===== config.mk =====
export PLATFORM = sky130hd
export DESIGN_NAME = rgb_to_hsv_converter
export DESIGN_NICKNAME = d
export VERILOG_FILES = /design/src/hdl/rgbhsv_pkg.sv /design/src/hdl/rgbhsv_front.sv /design/src/hdl/rgbhsv_div_step.sv /design/src/hdl/rgb_to_hsv_converter.sv
export SDC_FILE = /design/constraint.sdc
export NUM_CORES = 2
export LEC_CHECK = 0
export BUFFER_PORTS_ARGS = -buffer_cell sky130_fd_sc_hd__buf_2
export CAP_MARGIN = 10
export CORE_MARGIN = 2
export CORE_UTILIZATION = 30
export DETAILED_ROUTE_END_ITERATION = 12
export PLACE_DENSITY = 0.45
export SYNTH_ARGS = -nofsm -noshare
export SYNTH_HDL_FRONTEND = slang
export SYNTH_SLANG_ARGS = --single-unit

===== constraint.sdc =====
create_clock -name clk -period 17.33 [get_ports clk]
set_clock_uncertainty 0.05 [all_clocks]
set_input_delay 1.733 -clock clk [delete_from_list [all_inputs] [get_ports clk]]
set_output_delay 1.733 -clock clk [all_outputs]
set_load 0.01 [all_outputs]

===== src/hdl/rgbhsv_pkg.sv =====
package rgbhsv_pkg;

  localparam int FRAC_BITS_DEF = 16;
  localparam int CHAN_W        = 8;
  // Six times the largest channel spread (6 * 255) fits in eleven bits.
  localparam int SPAN_W        = 11;
  localparam int IN_DATA_W     = 3 * CHAN_W;

  // Divider state handed from stage to stage.
  typedef struct packed {
    logic [CHAN_W-1:0] bright;  // largest channel, passed through
    logic [CHAN_W-1:0] hi_div;  // saturation divisor, never zero
    logic [CHAN_W-1:0] srem;    // saturation partial remainder, below hi_div
    logic [SPAN_W-1:0] span;    // hue divisor 6*delta, never zero
    logic [SPAN_W-1:0] hrem;    // hue partial remainder, below span
  } div_state_t;

endpackage


===== src/hdl/rgbhsv_front.sv =====
module rgbhsv_front (
  input  logic                              clk,
  input  logic                              rst_n,
  input  logic                              in_valid,
  output logic                              in_ready,
  input  logic [rgbhsv_pkg::CHAN_W-1:0]     red,
  input  logic [rgbhsv_pkg::CHAN_W-1:0]     green,
  input  logic [rgbhsv_pkg::CHAN_W-1:0]     blue,
  output logic                              o_valid,
  input  logic                              o_ready,
  output rgbhsv_pkg::div_state_t            o_state,
  output logic                              o_sat_int
);
  import rgbhsv_pkg::*;

  typedef enum logic [1:0] {
    SEC_RED   = 2'd0,
    SEC_GREEN = 2'd1,
    SEC_BLUE  = 2'd2
  } sector_t;

  // Stage 1: max, min and the winning channel.
  logic              v1_r;
  logic              rdy1;
  logic [CHAN_W-1:0] r1_r, g1_r, b1_r, hi1_r, lo1_r;
  sector_t           sec1_r;
  logic [CHAN_W-1:0] hi_nxt, lo_nxt;
  sector_t           sec_nxt;

  always_comb begin
    if (red >= green && red >= blue) begin
      sec_nxt = SEC_RED;
      hi_nxt  = red;
    end else if (green >= blue) begin
      sec_nxt = SEC_GREEN;
      hi_nxt  = green;
    end else begin
      sec_nxt = SEC_BLUE;
      hi_nxt  = blue;
    end
    lo_nxt = red;
    if (green < lo_nxt) lo_nxt = green;
    if (blue < lo_nxt) lo_nxt = blue;
  end

  // Stage 2: delta, hue numerator and the integer bit of saturation.
  logic              v2_r;
  logic              rdy2;
  div_state_t        st2_r, st2_nxt;
  logic              sint2_r, sint2_nxt;
  logic [CHAN_W-1:0] dl;
  logic [SPAN_W-1:0] span;
  logic signed [SPAN_W:0] num;
  logic [SPAN_W:0]   num_wrap;

  always_comb begin
    dl   = hi1_r - lo1_r;
    span = {1'b0, dl, 2'b00} + {2'b00, dl, 1'b0};
    case (sec1_r)
      SEC_RED:   num = $signed({4'b0, g1_r}) - $signed({4'b0, b1_r});
      SEC_GREEN: num = $signed({3'b0, dl, 1'b0}) + $signed({4'b0, b1_r})
                       - $signed({4'b0, r1_r});
      SEC_BLUE:  num = $signed({2'b0, dl, 2'b0}) + $signed({4'b0, r1_r})
                       - $signed({4'b0, g1_r});
      default:   num = '0;
    endcase
    // A negative numerator wraps by one full turn.
    if (num[SPAN_W]) num_wrap = $unsigned(num) + {1'b0, span};
    else num_wrap = $unsigned(num);

    st2_nxt.bright = hi1_r;
    // Black pixels get a unit saturation divisor, and black and grey pixels a unit hue
    // divisor, with zero remainders so that every quotient bit comes out zero.
    st2_nxt.hi_div = (hi1_r == '0) ? CHAN_W'(1) : hi1_r;
    if (dl == '0) begin
      st2_nxt.span = SPAN_W'(1);
      st2_nxt.hrem = '0;
    end else begin
      st2_nxt.span = span;
      st2_nxt.hrem = num_wrap[SPAN_W-1:0];
    end
    sint2_nxt = (dl >= st2_nxt.hi_div);
    st2_nxt.srem = sint2_nxt ? (dl - st2_nxt.hi_div) : dl;
  end

  assign rdy2     = !v2_r || o_ready;
  assign rdy1     = !v1_r || rdy2;
  assign in_ready = rdy1;
  assign o_valid  = v2_r;
  assign o_state  = st2_r;
  assign o_sat_int = sint2_r;

  always_ff @(posedge clk) begin
    if (!rst_n) begin
      v1_r <= 1'b0;
      v2_r <= 1'b0;
    end else begin
      if (rdy1) v1_r <= in_valid;
      if (rdy2) v2_r <= v1_r;
    end
  end

  always_ff @(posedge clk) begin
    if (rdy1 && in_valid) begin
      r1_r   <= red;
      g1_r   <= green;
      b1_r   <= blue;
      hi1_r  <= hi_nxt;
      lo1_r  <= lo_nxt;
      sec1_r <= sec_nxt;
    end
    if (rdy2 && v1_r) begin
      st2_r   <= st2_nxt;
      sint2_r <= sint2_nxt;
    end
  end

endmodule


===== src/hdl/rgbhsv_div_step.sv =====
module rgbhsv_div_step #(
  parameter int FRAC_BITS = rgbhsv_pkg::FRAC_BITS_DEF
) (
  input  logic                       clk,
  input  logic                       rst_n,
  input  logic                       i_valid,
  output logic                       i_ready,
  input  rgbhsv_pkg::div_state_t     i_state,
  input  logic [FRAC_BITS:0]         i_sat_q,
  input  logic [FRAC_BITS-1:0]       i_hue_q,
  output logic                       o_valid,
  input  logic                       o_ready,
  output rgbhsv_pkg::div_state_t     o_state,
  output logic [FRAC_BITS:0]         o_sat_q,
  output logic [FRAC_BITS-1:0]       o_hue_q
);
  import rgbhsv_pkg::*;

  // One restoring step of both dividers: one quotient bit each.
  logic                 valid_r;
  div_state_t           state_r, state_nxt;
  logic [FRAC_BITS:0]   sat_q_r, sat_q_nxt;
  logic [FRAC_BITS-1:0] hue_q_r, hue_q_nxt;
  logic [CHAN_W:0]      s2;
  logic [SPAN_W:0]      h2;
  logic                 sbit, hbit;

  always_comb begin
    s2   = {i_state.srem, 1'b0};
    h2   = {i_state.hrem, 1'b0};
    sbit = (s2 >= {1'b0, i_state.hi_div});
    hbit = (h2 >= {1'b0, i_state.span});
    state_nxt = i_state;
    if (sbit) state_nxt.srem = CHAN_W'(s2 - {1'b0, i_state.hi_div});
    else state_nxt.srem = s2[CHAN_W-1:0];
    if (hbit) state_nxt.hrem = SPAN_W'(h2 - {1'b0, i_state.span});
    else state_nxt.hrem = h2[SPAN_W-1:0];
    sat_q_nxt = {i_sat_q[FRAC_BITS-1:0], sbit};
    hue_q_nxt = {i_hue_q[FRAC_BITS-2:0], hbit};
  end

  assign i_ready = !valid_r || o_ready;
  assign o_valid = valid_r;
  assign o_state = state_r;
  assign o_sat_q = sat_q_r;
  assign o_hue_q = hue_q_r;

  always_ff @(posedge clk) begin
    if (!rst_n) valid_r <= 1'b0;
    else if (i_ready) valid_r <= i_valid;
  end

  always_ff @(posedge clk) begin
    if (i_ready && i_valid) begin
      state_r <= state_nxt;
      sat_q_r <= sat_q_nxt;
      hue_q_r <= hue_q_nxt;
    end
  end

endmodule


===== src/hdl/rgb_to_hsv_converter.sv =====
// Each word passes the registered front stages and divider steps; a stalled
// output holds it. Throughput: one word per cycle unless out_tready stalls,
// set by the pipelined long dividers that produce one quotient bit per stage
// for saturation and hue in parallel.
// Reset (rst_n low, synchronous) empties every stage; no output is pending.
module rgb_to_hsv_converter #(
  parameter int FRAC_BITS = rgbhsv_pkg::FRAC_BITS_DEF
) (
  input  logic                                  clk,
  input  logic                                  rst_n,
  input  logic                                  in_tvalid,
  output logic                                  in_tready,
  // red [7:0], green [15:8], blue [23:16]
  input  logic [rgbhsv_pkg::IN_DATA_W-1:0]      in_tdata,
  output logic                                  out_tvalid,
  input  logic                                  out_tready,
  // hue [FRAC_BITS-1:0], saturation [2*FRAC_BITS:FRAC_BITS],
  // brightness next 8 bits, zero fill up to the byte boundary
  output logic [((2*FRAC_BITS+9+7)/8)*8-1:0]    out_tdata
);
  import rgbhsv_pkg::*;

  localparam int FIELD_W = 2 * FRAC_BITS + CHAN_W + 1;
  localparam int DATA_W  = ((FIELD_W + 7) / 8) * 8;
  localparam int PAD_W   = DATA_W - FIELD_W;

  logic                 valid_s [FRAC_BITS+1];
  logic                 ready_s [FRAC_BITS+1];
  div_state_t           state_s [FRAC_BITS+1];
  logic [FRAC_BITS:0]   sat_q_s [FRAC_BITS+1];
  logic [FRAC_BITS-1:0] hue_q_s [FRAC_BITS+1];
  logic                 sat_int;

  rgbhsv_front u_front (
    .clk       (clk),
    .rst_n     (rst_n),
    .in_valid  (in_tvalid),
    .in_ready  (in_tready),
    .red       (in_tdata[CHAN_W-1:0]),
    .green     (in_tdata[2*CHAN_W-1:CHAN_W]),
    .blue      (in_tdata[3*CHAN_W-1:2*CHAN_W]),
    .o_valid   (valid_s[0]),
    .o_ready   (ready_s[0]),
    .o_state   (state_s[0]),
    .o_sat_int (sat_int)
  );

  assign sat_q_s[0] = {{FRAC_BITS{1'b0}}, sat_int};
  assign hue_q_s[0] = '0;

  for (genvar k = 0; k < FRAC_BITS; k++) begin : g_step
    rgbhsv_div_step #(.FRAC_BITS(FRAC_BITS)) u_step (
      .clk     (clk),
      .rst_n   (rst_n),
      .i_valid (valid_s[k]),
      .i_ready (ready_s[k]),
      .i_state (state_s[k]),
      .i_sat_q (sat_q_s[k]),
      .i_hue_q (hue_q_s[k]),
      .o_valid (valid_s[k+1]),
      .o_ready (ready_s[k+1]),
      .o_state (state_s[k+1]),
      .o_sat_q (sat_q_s[k+1]),
      .o_hue_q (hue_q_s[k+1])
    );
  end

  assign ready_s[FRAC_BITS] = out_tready;
  assign out_tvalid = valid_s[FRAC_BITS];
  assign out_tdata  = {{PAD_W{1'b0}}, state_s[FRAC_BITS].bright,
                       sat_q_s[FRAC_BITS], hue_q_s[FRAC_BITS]};

endmodule


* Yosys cells after proc, flatten, opt, wreduce, memory -nomap -nowiden
Index checks and enable logic that the tools add are counted.
** Operators by class
- Add/sub/neg operators :: 39
- Multipliers :: 0
- Div/mod/pow operators :: 0
- $lt $le $gt $ge :: 38
- Eq/ne operators :: 2
- Shift operators :: 0
- Multiplexer cells :: 39
- Bitwise operators :: 0
- Reductions and logical operators :: 58
** Operators with widths (count)
- 12-bit by 11-bit >= comparator with 1-bit output :: 16
- 11-bit two-way mux :: 16
- 8-bit two-way mux :: 21
- 11-bit subtractor :: 15
- 9-bit by 8-bit >= comparator with 1-bit output :: 16
- 8-bit subtractor :: 17
- 12-bit case mux with 3 select lines :: 1
- 8-bit >= comparator :: 4
- 12-bit by 9-bit subtractor with 12-bit output :: 2
- 1-bit logical AND :: 19
- 1-bit logical NOT :: 18
- 1-bit logical OR :: 18
- 8-bit logical NOT :: 2
- 8-bit < comparator :: 2
- 10-bit by 8-bit adder with 11-bit output :: 1
- 10-bit by 9-bit adder with 11-bit output :: 1
- 11-bit adder :: 1
- 9-bit by 8-bit adder with 10-bit output :: 1
- 8-bit by 8-bit subtractor with 9-bit output :: 1
- 2-bit by 1-bit equality test with 1-bit output, second input constant :: 1
- 2-bit equality test, second input constant :: 1
- 2-bit logical NOT :: 1
- 2-bit two-way mux :: 1
** Word-level totals
- Bits in registers :: 1093
- Latch bits :: 0
- RAM bits :: 0
- Bits in read-only memories :: 0
- Bits of input ports :: 28
- Memories :: 0

* Longest topological paths before layout
- Depth in word-level cells :: 20
- Gate-level depth with buffers :: 27
- Depth with buffers taken out :: 27

* By module
A second synthesis with hierarchy kept.
** Second synthesis, totals
- Cell total of the unflattened synthesis :: 4729
- Area, all modules :: 65043.6 um^2
** By module, submodules not included
- rgbhsv_div_step (g_step[0].u_step ...) :: times used 15, cells each 252, area an instance 3608.5 um^2, seq. area each 2392.3 um^2
- rgbhsv_front :: times used 1, cells each 695, area an instance 7285.7 um^2, seq. area each 2712.6 um^2
- rgbhsv_div_step (g_step[4].u_step) :: times used 1, cells each 246, area an instance 3574.7 um^2, seq. area each 2392.3 um^2
- rgb_to_hsv_converter :: times used 1, cells each 8, area an instance 56.3 um^2, seq. area each 0.0 um^2

* Worst setup path after synthesis
OpenSTA, ideal clock, no wires.
- Kind :: in2reg
- Start point :: input out_tready
- End point :: register g_step[14].u_step.hue_q_r[0], enable pin
- Data arrival time :: 7.397 ns
- Setup slack :: 9.253 ns
- Stages :: 2
- Path buffers :: 0
- Cells stage by stage :: nor2b_1 -> a21boi_0
** Between the ends
- Word-level cells in the longest chain between the ends :: 3
** Ends and longest elaborated chain
- start, declared :: line rgb_to_hsv_converter.sv:16 : input logic out_tready,
- 1-bit logical OR (2 in a row) :: line rgbhsv_div_step.sv:42 : assign i_ready = !valid_r || o_ready;
- 1-bit logical AND :: line rgbhsv_div_step.sv:54 : if (i_ready && i_valid) begin
- end signal, assigned :: line rgbhsv_div_step.sv:57 : hue_q_r <= hue_q_nxt;
- end, declared :: line rgbhsv_div_step.sv:23 : logic [FRAC_BITS-1:0] hue_q_r, hue_q_nxt;
Every way passes these cells.
A chain may end at the register's enable or synchronous reset.

* Final worst setup path
- Start point :: input out_tready
- End point :: output in_tready
** Between the ends
- Word-level cells in the longest chain between the ends :: 18
** Ends and longest elaborated chain
- 1-bit logical OR (16 in a row) :: line rgbhsv_div_step.sv:42
- 1-bit logical OR :: line rgbhsv_front.sv:86 : assign rdy2 = !v2_r || o_ready;
- 1-bit logical OR :: line rgbhsv_front.sv:87 : assign rdy1 = !v1_r || rdy2;
- end, declared :: line rgb_to_hsv_converter.sv:12 : output logic in_tready,
Every way passes these cells.

==> results.cfg <==
[sta]
fmax_mhz = 157
tns_ps = 0
period_share = 0.367
period_needed_ps = 6360
rsz0062_at_grt = false
holdWs_ps = 347
max_slew_margin = 0.174
worstMarginPinSlew_ps = 1230
report.final.slew_viol_count = 0
final-setup-viol-count = 0
hold_violations = 0

[clock_network]
clock_latency_ps = 760
ctsHoldBuffers = 0
cts_root_buffer = clkbuf_16
cts-buffers-inserted = 131
clk_pin_slew_ps = 50
clockBufferDepth = 3
cts.sinks = 1093
ctsResizeCount = 0
cts_tree = built
post_cts_buffers = 0
cts_max_level = 4

[cells_and_area]
syn_to_final_growth_pct = 14.3
n_antenna_cell = 0
fin_cells = 6740
finish.utilization = 0.345
drive_gt1_frac = 0.106
fin_nets = 4771
postLayoutCellArea_um2 = 60900

[route]
drt_iter0_drc = 1143
drcViolationCount = 0
via_count = 29804
firstDrtPassIters = 4
wl_per_cell_um = 14.4
routed_wl_um = 97000
postRouteAntennaNets = 0
avgViaCountPerCell = 4.42

[synthesis]
synth-xor-area-share = 0.0244
synth_adder_area_share = 0.111
netlist_area_um2 = 53300
synth-edff-count = 1075
synth_top_area_cell = edfxtp_1
synth_top_family_by_area = adder cells
ys_top_cells_by_count = edfxtp_1, inv_1, ha_1
synth_cells = 4102
synth_most_common_cell = edfxtp_1
seq_area_frac_synth = 0.613
synth_compound_area_frac = 0.0834
synth_cell_type_count = 76
synth_area_leaders = edfxtp_1, ha_1, inv_1
synth_simple_gate_area_frac = 0.0739
synth-seq-cells = 1093
ys_warn_count = 0
synth_flop_cell = edfxtp_1
netlist.area_leader.share = 0.606
syn_avg_cell_area_um2 = 13.0
muxShareOfSynthArea = 0.0480
async_flop_share = 0

[place]
gp_congestion = 0.813
dp_hpwl_um = 72100
io_buffers = 70
place_area_um2 = 56700
dp.cells = 6500

[floorplanning]
ioPinCount = 78
die_x_um = 425
die_y_um = 425
start_util = 0.302
rows = 154
die-area_um2 = 181000
design.core.area_um2 = 176000

[status]
outcome = finished clean

[flow_run]
cap_violations = 0

[power]
irDropWorstVdd_mv = 0.0900
p_per_area_nw_per_um2 = 117
power_leakage_nw = 23.3

[global_routing]
grt_max_degree = 63
grt_usage = 0.109
grt_pass1_vias = 31997
grt_overflow = 0
grt_pass1_wl_um = 160000
antenna_found_initial = 0

[critical_path]
cp-start-kind = input pin
cp_slowest_cell = and4_1
path_delay_family = simple AND/OR/NAND/NOR gates
crit-reg2reg-launch = u_front.hi1_r[0]
crit_type = in2out
required_ps = 15550
cp_num_buf_inv = 2
crit_path_cell_trace = buf_2 > nand2b_1 > nor3_2 > and4_1 > and2_1 > and3_1 > and2_1 > and4_1 > nand3_1 > buf_2
crit_path_end_kind = primary output
max_stage_delay_ps = 510
cp-startpoint = out_tready
crit_arrival_ps = 4570
path_max_fanout = 7

[min_path]
hold_path_startpoint = g_step[8].u_step.o_hue_q[2]
worstHoldPathType = reg2reg
report_power, final:
group	leakage [nW]	internal, W	switching [W]	total, W
registers	9.73	0.00299	0.0000379	0.00303
clock network	2.04	0.00157	0.00109	0.00266
logic	11.5	0.000652	0.000817	0.00147
total	23.3	0.00521	0.00194	0.00716
layer usage:
metal  up-vias  share of wire  GRT usage
met5         -              0          0
met4         0          0.030     0.0418
met3       179          0.033     0.0234
met2       320           0.54      0.208
met1     14204           0.40      0.116
li1      15101              -          -
through the flow:
step | setup WS, ps | total power [W]
after detailed placement | 10980 | 0.00456
after CTS | 10960 | 0.00730
after global routing | 10720 | 0.00759
after floorplan | 9250 | 0.00423
after global placement | 11000 | 0.00455
final | 10970 | 0.00716
cell families after synthesis:
family | after synthesis
buf+inv | 647
fa+ha+maj | 449
compound gates | 693
xor+xnor | 147
mux | 235
flops | 1093
simple gates | 837
other cells | 1
final timing paths:
path | to | slack (ps) | depth (start not counted)
max | in_tready | 10970 | 10
min | g_step[9].u_step.o_hue_q[3] | 350 | 0
max reg2reg | u_front.o_state[10] | 11220 | 23
min reg2reg | g_step[9].u_step.o_hue_q[3] | 350 | 0
final cells by class:
cell class	instances	area, um2
clock inverters	76	761
flip-flops and latches	1093	32600
multi-input cells	2368	18300
repair buffers	91	508
inverters	609	2290
well taps	2340	2930
fillers	17261	115000
clock buffers	163	3440
cell usage in the layout, fill, tap and decap left out, types with 7 or more instances in the layout:
| master | Yosys | final |
|---|---|---|
| bufinv_16 | 0 | 10 |
| a21boi_0 | 62 | 56 |
| nor2b_4 | 0 | 8 |
| dfxtp_1 | 18 | 18 |
| o21bai_1 | 9 | 9 |
| o21ai_0 | 172 | 172 |
| a211oi_1 | 14 | 14 |
| nand4_1 | 50 | 50 |
| nor2_1 | 315 | 314 |
| a311oi_1 | 16 | 16 |
| buf_4 | 7 | 21 |
| o21a_1 | 39 | 39 |
| a21o_1 | 68 | 68 |
| o31a_1 | 14 | 14 |
| o31ai_1 | 44 | 44 |
| clkinv_2 | 0 | 18 |
| nand3_1 | 71 | 71 |
| conb_1 | 1 | 7 |
| clkinv_1 | 1 | 33 |
| or3_1 | 9 | 9 |
| inv_1 | 607 | 607 |
| nor2b_1 | 111 | 103 |
| a21oi_1 | 126 | 126 |
| xnor2_1 | 84 | 84 |
| nor3_1 | 37 | 37 |
| clkbuf_1 | 15 | 30 |
| a21boi_1 | 38 | 38 |
| o21ai_1 | 44 | 44 |
| buf_2 | 8 | 70 |
| and3_1 | 7 | 7 |
| xor2_1 | 62 | 62 |
| fa_1 | 39 | 39 |
| edfxtp_1 | 1075 | 1075 |
| mux2i_1 | 73 | 73 |
| mux2_2 | 159 | 159 |
| nand2_1 | 174 | 174 |
| ha_1 | 410 | 410 |
| clkbuf_16 | 0 | 133 |
| and4_1 | 7 | 7 |
| nand2b_1 | 23 | 23 |
flip-flops by register name (all words and copies together), names as in the netlist:
signal                 count
g_step.u_step.o_state    698
g_step.u_step.o_sat_q    152
g_step.u_step.o_hue_q    136
u_front.o_state           46
g_step.u_step.o_valid     16
u_front.b1_r               8
u_front.g1_r               8
u_front.hi1_r              8
u_front.lo1_r              8
u_front.r1_r               8
u_front.sec1_r             2
u_front.o_sat_int          1
u_front.o_valid            1
u_front.v1_r               1
(Power assumes the default switching activity.)
